==> src/rtl/core/udpdmx_pkg.sv <==
package udpdmx_pkg;

  localparam int PORT_SLOTS_DEF    = 8;
  localparam int MAILBOX_BYTES_DEF = 1024;

  typedef enum logic [2:0] {
    CMD_BIND    = 3'd0,
    CMD_UNBIND  = 3'd1,
    CMD_HEADER  = 3'd2,
    CMD_PAYLOAD = 3'd3,
    CMD_POLL    = 3'd4,
    CMD_READ    = 3'd5,
    CMD_NONE    = 3'd6
  } cmd_t;

  typedef enum logic [1:0] {
    ST_OK    = 2'd0,
    ST_MISS  = 2'd1,
    ST_EMPTY = 2'd2
  } status_t;

  typedef struct packed {
    cmd_t        cmd;
    logic [15:0] port;
    logic        has_callback;
    logic [31:0] source_ip;
    logic [15:0] sender_port;
    logic [15:0] udp_length;
    logic [7:0]  payload_byte;
    logic [2:0]  slot;
    logic [9:0]  offset;
    logic [10:0] limit;
    logic        zero_copy;
  } req_t;

  // queue head seen by the back end
  typedef struct packed {
    logic valid;
    req_t req;
  } queue_head_t;

endpackage

==> src/rtl/core/udpdmx_req_if.sv <==
interface udpdmx_req_if;
  logic        valid;
  logic        ready;
  logic [2:0]  command;
  logic [15:0] port;
  logic        has_callback;
  logic [31:0] source_ip;
  logic [15:0] sender_port;
  logic [15:0] udp_length;
  logic [7:0]  payload_byte;
  logic [2:0]  slot;
  logic [9:0]  offset;
  logic [10:0] limit;
  logic        zero_copy;

  modport source (
    output valid, command, port, has_callback, source_ip, sender_port, udp_length,
           payload_byte, slot, offset, limit, zero_copy,
    input  ready
  );
  modport sink (
    input  valid, command, port, has_callback, source_ip, sender_port, udp_length,
           payload_byte, slot, offset, limit, zero_copy,
    output ready
  );
endinterface

==> src/rtl/core/udpdmx_front.sv <==
module udpdmx_front (
  input  logic                    clk,
  input  logic                    rst,
  udpdmx_req_if.sink              req,
  output udpdmx_pkg::queue_head_t head,
  input  logic                    pop
);

  udpdmx_pkg::req_t entry [2];
  udpdmx_pkg::req_t incoming;
  logic             wr_ptr;
  logic             rd_ptr;
  logic [1:0]       count;
  logic             push;

  assign req.ready = (count != 2'd2);
  assign push      = req.valid && req.ready;

  // classify: unknown command codes fold into one kind
  always_comb begin
    incoming.cmd = (req.command > 3'(udpdmx_pkg::CMD_READ)) ?
                   udpdmx_pkg::CMD_NONE : udpdmx_pkg::cmd_t'(req.command);
    incoming.port         = req.port;
    incoming.has_callback = req.has_callback;
    incoming.source_ip    = req.source_ip;
    incoming.sender_port  = req.sender_port;
    incoming.udp_length   = req.udp_length;
    incoming.payload_byte = req.payload_byte;
    incoming.slot         = req.slot;
    incoming.offset       = req.offset;
    incoming.limit        = req.limit;
    incoming.zero_copy    = req.zero_copy;
  end

  always_ff @(posedge clk) begin
    if (push) begin
      entry[wr_ptr] <= incoming;
    end
  end

  always_ff @(posedge clk) begin
    if (rst) begin
      wr_ptr <= 1'b0;
      rd_ptr <= 1'b0;
      count  <= 2'd0;
    end else begin
      if (push) wr_ptr <= ~wr_ptr;
      if (pop)  rd_ptr <= ~rd_ptr;
      count <= count + 2'(push) - 2'(pop);
    end
  end

  assign head.valid = (count != 2'd0);
  assign head.req   = entry[rd_ptr];

endmodule

==> src/flat_wrapper.sv <==
// flat-port wrapper written by rule: the top's interface ports become plain ports
module udpdmx_front_flat 
  (clk, rst, head, pop, req_valid, req_command, req_port, req_has_callback, req_source_ip, req_sender_port, req_udp_length, req_payload_byte, req_slot, req_offset, req_limit, req_zero_copy, req_ready);
  udpdmx_req_if req_i ();
  input  logic clk;
  input  logic rst;
  output udpdmx_pkg::queue_head_t head;
  input  logic pop;
  input wire logic [$bits(req_i.valid)-1:0] req_valid;
  input wire logic [$bits(req_i.command)-1:0] req_command;
  input wire logic [$bits(req_i.port)-1:0] req_port;
  input wire logic [$bits(req_i.has_callback)-1:0] req_has_callback;
  input wire logic [$bits(req_i.source_ip)-1:0] req_source_ip;
  input wire logic [$bits(req_i.sender_port)-1:0] req_sender_port;
  input wire logic [$bits(req_i.udp_length)-1:0] req_udp_length;
  input wire logic [$bits(req_i.payload_byte)-1:0] req_payload_byte;
  input wire logic [$bits(req_i.slot)-1:0] req_slot;
  input wire logic [$bits(req_i.offset)-1:0] req_offset;
  input wire logic [$bits(req_i.limit)-1:0] req_limit;
  input wire logic [$bits(req_i.zero_copy)-1:0] req_zero_copy;
  output wire logic [$bits(req_i.ready)-1:0] req_ready;
  assign req_i.valid = req_valid;
  assign req_i.command = req_command;
  assign req_i.port = req_port;
  assign req_i.has_callback = req_has_callback;
  assign req_i.source_ip = req_source_ip;
  assign req_i.sender_port = req_sender_port;
  assign req_i.udp_length = req_udp_length;
  assign req_i.payload_byte = req_payload_byte;
  assign req_i.slot = req_slot;
  assign req_i.offset = req_offset;
  assign req_i.limit = req_limit;
  assign req_i.zero_copy = req_zero_copy;
  assign req_ready = req_i.ready;
  udpdmx_front u_core (.clk(clk), .rst(rst), .req(req_i), .head(head), .pop(pop));
endmodule
==> config.mk <==
export PLATFORM = sky130hd
export DESIGN_NAME = udpdmx_front_flat
export DESIGN_NICKNAME = d
export VERILOG_FILES = /design/src/rtl/core/udpdmx_pkg.sv /design/src/rtl/core/udpdmx_req_if.sv /design/src/rtl/core/udpdmx_front.sv /design/src/flat_wrapper.sv
export SDC_FILE = /design/constraint.sdc
export NUM_CORES = 1
export LEC_CHECK = 0
export BUFFER_PORTS_ARGS = -buffer_cell sky130_fd_sc_hd__buf_2
export CELL_PAD_IN_SITES_DETAIL_PLACEMENT = 1
export CELL_PAD_IN_SITES_GLOBAL_PLACEMENT = 1
export CORE_UTILIZATION = 38
export DETAILED_ROUTE_END_ITERATION = 10
export PLACE_DENSITY_LB_ADDON = 0.15
export SYNTH_ARGS = -nofsm -noshare
export SYNTH_HDL_FRONTEND = slang
export SYNTH_SLANG_ARGS = --single-unit
==> constraint.sdc <==
create_clock -name clk -period 6.2 [get_ports clk]
set_input_delay 0.31 -clock clk [delete_from_list [all_inputs] [get_ports clk]]
set_output_delay 0.31 -clock clk [all_outputs]
set_load 0.05 [all_outputs]
Word level (Yosys, flattened, before mapping)
Memory sizes are Yosys's and may differ from the RTL's. A register that Yosys moved wholly into a read port is not among the register bits.
Cells that the tools add are included.
{"block": "word_totals", "reg_bits": 4, "mem_count": 1, "mem_bits_rw": 234, "output_inout_bits": 119, "in_bits": 121}
{"block": "op_classes", "reduce_logical": 2, "eq_ne": 1, "bitwise_logic": 2, "add_sub_neg": 2, "magnitude_cmp": 1, "muxes": 5}
{"memory": "u_core.entry", "depth": 2, "word_bits": 117, "read_ports": 1, "rd_clocked_by_memory_dff": 1, "wr": 1, "line_no": "udpdmx_front.sv:9", "source": "udpdmx_pkg::req_t entry [2];"}
{"cell": "2-to-1 mux 1 bit", "n": 4}
{"cell": "> comparator 3 bit (second input constant)", "n": 1}
{"cell": "2-to-1 mux 3 bit", "n": 1}
{"cell": "adder 2 x 1 -> 2 bit", "n": 1}
{"cell": "!= test 2 bit (second input constant)", "n": 1}
{"cell": "inverter 1 bit", "n": 2}
{"cell": "nonzero test 2 bit", "n": 1}
{"cell": "subtractor 2 x 1 -> 2 bit", "n": 1}
{"cell": "logical AND 1 bit", "n": 1}

Depth between registers and ports, before layout
Gate-level depths: netlist (run 1).
{"block": "logic_depth", "word_depth": 4, "depth_mapped": 7}

Least setup slack after synthesis (run 1)
No wires, ideal clock.
{"block": "synth_timing", "path_kind": "register to register", "startpoint": "reg u_core.count[0]", "endpoint": "mem u_core.entry[0][0] (netlist name), enable pin", "arrival_time_ns": 6.197, "path_buffers": 0, "path_stages_with_launch": 4, "slack_ns": -0.606, "path_cell_list": "dfxtp_1 nand2b_1 and2_1 nor2b_1"}
{"block": "synth_between", "elab_chain_cells": 4}
{"item": "start: declaration", "line_no": "udpdmx_front.sv:13", "source": "logic [1:0] count;"}
{"item": "start signal: assignment", "line_no": "udpdmx_front.sv:49", "source": "count <= count + 2'(push) - 2'(pop);"}
{"item": "!= test 2 bit", "line_no": "udpdmx_front.sv:16", "source": "assign req.ready = (count != 2'd2);"}
{"item": "named net req_ready", "line_no": "flat_wrapper.sv:21", "source": "output wire logic [$bits(req_i.ready)-1:0] req_ready;"}
{"item": "logical AND 1 bit", "line_no": "udpdmx_front.sv:17", "source": "assign push = req.valid && req.ready;"}
{"item": "named net u_core.push", "line_no": "udpdmx_front.sv:14", "source": "logic push;"}
{"item": "2-to-1 mux 1 bit", "line_no": "udpdmx_front.sv:36", "source": "if (push) begin"}
{"item": "2-to-1 mux 1 bit (implied by the code)", "line_no": "udpdmx_front.sv:37", "source": "entry[wr_ptr] <= incoming;"}
{"item": "end: declaration", "line_no": "udpdmx_front.sv:9"}
The timed path passes the listed nets, and every way through them passes these cells.

==> results of run 1 <==
==> layer usage <==
metal	GRT usage, %	vias up	part of all wire, %
met3	3.49	35	5.3
met5	0	-	0
li1	-	2297	-
met4	5.38	0	2.2
met2	29.9	146	53
met1	18.6	2410	39
==> where the power goes <==
part / switching (uW) / internal (uW) / leakage, uW
clock network: 585 / 956 / 0.000424
logic: 899 / 364 / 0.00206
registers: 72.4 / 2070 / 0.00222
==> Yosys cell counts (all sizes together) <==
cell and instances:
dfxtp 5, and2 1, and3 1, nor2b 2, mux2 117, a21boi 1
clkbuf 2, nand2b 2, o21ai 1, inv 2, xor2 1, or2 1
buf 13, xnor2 2, nor2 4, nand3 1, edfxtp 234, ha 2
==> flip-flops by register name (all words and copies together) (netlist names), named ones only <==
name	cells
u_core.wr_ptr	1
u_core.entry	234
u_core.rd_ptr	1
u_core.count	2
==> layout make-up <==
cell class	count	area, sq um	area share (%)
flip-flops and latches	239	7130	57.9
repair buffers	359	2390	19.4
multi-input cells	136	1570	12.8
clock buffers	32	694	5.64
well taps	285	357	2.90
clock inverters	15	168	1.36
inverters	2	7.51	0.0610
==> worst max-delay path: cells and delay by family, from the launching register on <==
family | cells | cell delay, ps
flip-flops | 1 | 890
multiplexers | 1 | 430
buffers and inverters | 2 | 1100
==> cells in the final DEF, fill, tap and decap left out <==
master and count:
edfxtp_1 234, buf_2 239, inv_1 2, dfxtp_4 1, xnor2_1 2, ha_1 2
and3_4 1, clkinv_1 6, nand3_1 1, nand2b_1 2, bufinv_16 4, xor2_1 1
mux2_2 87, mux2_4 30, clkbuf_1 5, dlygate4sd3_1 116, clkbuf_16 27, buf_4 4
a21boi_0 1, clkinv_2 5, or2_2 1, nor2b_1 1, and2_1 1, dfxtp_1 4
nor2b_4 1, nor2_1 4, o21ai_0 1
==> per-stage QoR <==
step | util, % | hold slack, ps | setup WS (ps)
floorplan | - | 382 | 1660
global placement | 45.5 | 497 | 3380
detailed placement | 45.5 | 501 | 3340
CTS | 54.4 | 13.5 | 2780
global route | 54.4 | 34.2 | 2690
finish | 54.4 | 51.3 | 2870
==> path summary, 6_finish.rpt <==
path,start,to,slack (ps),depth (start not counted)
setup / recovery,register,head[63],2870,3
hold / removal,rst,register,50,2
setup reg to reg,u_core.count[0],u_core.entry[1][70],3650,3
hold reg to reg,u_core.rd_ptr,register,520,2
==> cell families (layout without fill, tap and decap cells) <==
| family | count (synthesis) | after routing | share of synthesized area [%] |
|---|---|---|---|
| muxes | 117 | 117 | 16.3 |
| AOI/OAI and AO/OA | 2 | 2 | 0.142 |
| DFF | 239 | 239 | 81.0 |
| xor gates and xnor gates | 3 | 3 | 0.299 |
| adders and majority gates | 2 | 2 | 0.284 |
| and+or+nand+nor | 12 | 12 | 0.725 |
| buffers and inverters | 17 | 408 | 1.27 |
==> impl_metrics.tcl, run 1 <==
set metrics [dict create \
    skew_ps 6.12 \
    start_util_pct 38.9 \
    final_area_sq_mm 0.0123 \
    slowest_delay_ps 890 \
    power.density_mw_per_mm2 402 \
    antenna_found_initial 0 \
    rsz0062_at_grt "false" \
    wl_um 19200 \
    worstPathMaxFanout 67 \
    root_buffer "clkbuf_16" \
    worst_ep_required_time_ps 5890 \
    cts_buffer_depth 3 \
    crit_path_cell_trace "buf_4 > mux2_2 > buf_2" \
    ys_top_cells_by_area "edfxtp_1 (80%), mux2_2 (11%), mux2_4 (5.1%), dfxtp_1 (1.1%), buf_6 (0.64%)" \
    port_buffers 239 \
    grt_pass1_vias 5530 \
    dieArea_sq_mm 0.0238 \
    dpl-instance-area_sq_mm 0.0103 \
    core-area_sq_mm 0.0226 \
    cts_tree "yes" \
    synth_top_area_share_pct 79.9 \
    ir_drop_uv 230 \
    nFillCells 2133 \
    setup_tns_ps 0 \
    drtAntennaViolNets 0 \
    synthCells 392 \
    post_cts_buffers 0 \
    dp_hpwl_um 11700 \
    worstMarginPinSlew_ps 1020 \
    cp_data_arrival_time_ps 3020 \
    drc 0 \
    synth-seq-area-share_pct 81.0 \
    hold_viol 0 \
    antenna_cells 0 \
    grt_max_degree 69 \
    yosys_warnings 0 \
    syn-num-nets 515 \
    cts_sinks 239 \
    drtPass1Iterations 4 \
    h-tree-depth 1 \
    rows 55 \
    ys_seq_elements 239 \
    leakage_uw 0.00471 \
    wl_per_cell_um 18.0 \
    timing.fmax_mhz 301 \
    period_needed_ps 3330 \
    cp-end-kind "output pin" \
    power_uw 4950 \
    clk_latency_ps 510 \
    synth_top_cell_by_area "edfxtp_1" \
    area_delta_synth_final_pct 40.0 \
    dpl.cell_count 905 \
    final_cells 1068 \
    gp_congestion 0.726 \
    io_pins 240 \
    max_cap_violations 0 \
    clk_pin_slew_ps 60 \
    synth_cell_types 20 \
    die_h_um 154 \
    vias_per_cell 4.58 \
    vias 4888 \
    fin_crit_sh_pct 53.6 \
    syn-cell-area_sq_mm 0.00880 \
    grt_pass1_wl_um 29500 \
    slowest_stage "dfxtp_4" \
    min_path_type "in -> reg" \
    maxSlewViolCount 0 \
    cts_resized 0 \
    worstSetupStartpointType "register" \
    avgSynthCellArea_sq_um 22.4 \
    finish.net_count 887 \
    setup_viol 0 \
    slew_headroom_pct 32.0 \
    initialDrtViolationCount 207 \
    grt.total_usage_pct 16.2 \
    critical_path_class "reg -> out" \
    cts_buffers 26 \
    die_x_um 154 \
    hold_buffers 116 \
    layout-drive-gt1-share_pct 51.1 \
    outcome "complete, no violations" \
    grt-ovfl-total 0 \
]
Power figures use the tool's default switching activity.
==> inputs of run 2 (changes only) <==
==> constraint.sdc (replaced) <==
create_clock -name clk -period 3.25 [get_ports clk]
set_input_delay 0.1625 -clock clk [delete_from_list [all_inputs] [get_ports clk]]
set_output_delay 0.1625 -clock clk [all_outputs]
set_load 0.05 [all_outputs]
==> run 2 against run 1 <==
Compared with the run above: first-iteration DRC count grew 6.3%; total power is 95% higher; sequential share of layout area decreased by 0.77 points; wire length grew 1.4%; global-route usage grew 0.15 points; hold slack better by 21 ps; count of clock-buffer cells in the layout is 4 higher; via count up 1.4%; non-clock buffer count up 7.
==> impl_metrics.tcl, run 2 (synthesized netlist as in run 1, its figures left out) <==
set metrics [dict create \
    outcome "complete, no violations" \
    grt_pass1_vias 5598 \
    initialDrtViolationCount 220 \
    critical_path_class "reg -> out" \
    h-tree-depth 1 \
    grt_max_degree 97 \
    die_x_um 154 \
    ir_drop_uv 510 \
    dieArea_sq_mm 0.0238 \
    grt_pass1_wl_um 30000 \
    worstMarginPinSlew_ps 780 \
    cp_data_arrival_time_ps 2320 \
    dp_hpwl_um 11700 \
    rows 55 \
    root_buffer "clkbuf_16" \
    drc 0 \
    vias 4957 \
    clk_latency_ps 520 \
    vias_per_cell 4.60 \
    leakage_uw 0.00478 \
    worst_ep_required_time_ps 3090 \
    skew_ps 11.3 \
    die_h_um 154 \
    timing.fmax_mhz 403 \
    cts_buffers 26 \
    wl_um 19500 \
    worstSetupStartpointType "register" \
    drtPass1Iterations 4 \
    area_delta_synth_final_pct 41.9 \
    top_regs "u_core.entry (234), u_core.count (2)" \
    grt.total_usage_pct 16.4 \
    power.density_mw_per_mm2 772 \
    post_cts_buffers 0 \
    regMostFlops "u_core.entry" \
    finish.net_count 894 \
    setup_viol 0 \
    worstPathMaxFanout 36 \
    gp_congestion 0.717 \
    whs_path_depth 2 \
    cp-end-kind "output pin" \
    wl_per_cell_um 18.1 \
    timing.final.ws_setup_ps 771 \
    antenna_found_initial 2 \
    clk_pin_slew_ps 60 \
    dp_slack_ps 1280 \
    final_common_cell "buf_2" \
    drtAntennaViolNets 0 \
    io_pins 240 \
    rsz0062_at_grt "false" \
    layout-drive-gt1-share_pct 51.2 \
    largest_reg_flops 234 \
    maxSlewViolCount 0 \
    rr_worst_depth 3 \
    port_buffers 239 \
    layout_common_cells "buf_2 (239), edfxtp_1 (234), dlygate4sd3_1 (120)" \
    cts_sinks 239 \
    slew_headroom_pct 48.0 \
    core-area_sq_mm 0.0226 \
    hold_viol 0 \
    max_cap_violations 0 \
    fin_crit_sh_pct 76.3 \
    period_needed_ps 2480 \
    setup_tns_ps 0 \
    grt-ovfl-total 0 \
    start_util_pct 38.9 \
    cts_tree "yes" \
    cts_buffer_depth 3 \
    min_path_type "in -> reg" \
]
-- run 2: cell count changes in the layout (fill, tap and decap cells not counted), sizes merged --
| cell | change |
|---|---|
| diode | +1 |
| bufinv | +1 |
| buf | +3 |
| clkinv | -5 |
| clkinvlp | +1 |
| dlygate4sd3 | +4 |
| clkbuf | +4 |
-- run 2: final cells by class --
class	instances	area, sq um
clock inverter	12	184
timing repair buffer	366	2500
sequential	239	7130
multi-input combinational	136	1570
inverter	2	7.51
fill	2109	10200
antenna	1	2.50
clock buffer	36	729
tap	285	357
-- run 2: metrics by stage --
| stage | hold WS (ps) | cells | util, % | total power [uW] | area, sq um |
|---|---|---|---|---|---|
| finish | 72.3 | 1077 | 55.1 | 9630 | 12500 |
| global route | 55.5 | 1077 | 55.1 | 9990 | 12500 |
| CTS | 34.2 | 1076 | 55.1 | 9740 | 12500 |
| detailed placement | 354 | 908 | 45.8 | 6490 | 10400 |
| global placement | 350 | 908 | 45.8 | 6440 | 10400 |
| floorplan | 234 | 392 | - | 5900 | 8800 |
-- run 2: worst max-delay path, stage by stage, from the launching register on --
cell     delay (ps)
dfxtp_4         750
buf_4           420
mux2_2          390
buf_2           220
-- run 2: where the power goes --
| group | total (uW) | switching, uW | internal (uW) |
|---|---|---|---|
| combinational | 2450 | 1720 | 724 |
| sequential | 4080 | 139 | 3940 |
| clock | 3100 | 1150 | 1960 |
| total | 9630 | 3010 | 6620 |
-- run 2: path summary, 6_finish.rpt --
path	from	endpoint	slack (ps)
max	register	head[83]	770
min	req_command[0]	u_core.entry[0][114]	70
min reg2reg	u_core.rd_ptr	u_core.rd_ptr	520
max reg2reg	u_core.count[0]	u_core.entry[1][88]	1330
-- run 2: layer usage --
layer	routed length [um]	up-vias	share of wire (%)	global-route usage, %
li1	-	2310	-	-
met1	7350	2441	38	18.0
met2	10300	170	53	30.3
met3	1340	36	6.9	4.74
met4	469	0	2.4	5.05
met5	0	-	0	0
-- run 2: timing repair --
item                      CTS  global route
gates resized for setup     0             0
hold endpoints to repair  237             0
hold buffers              120             0
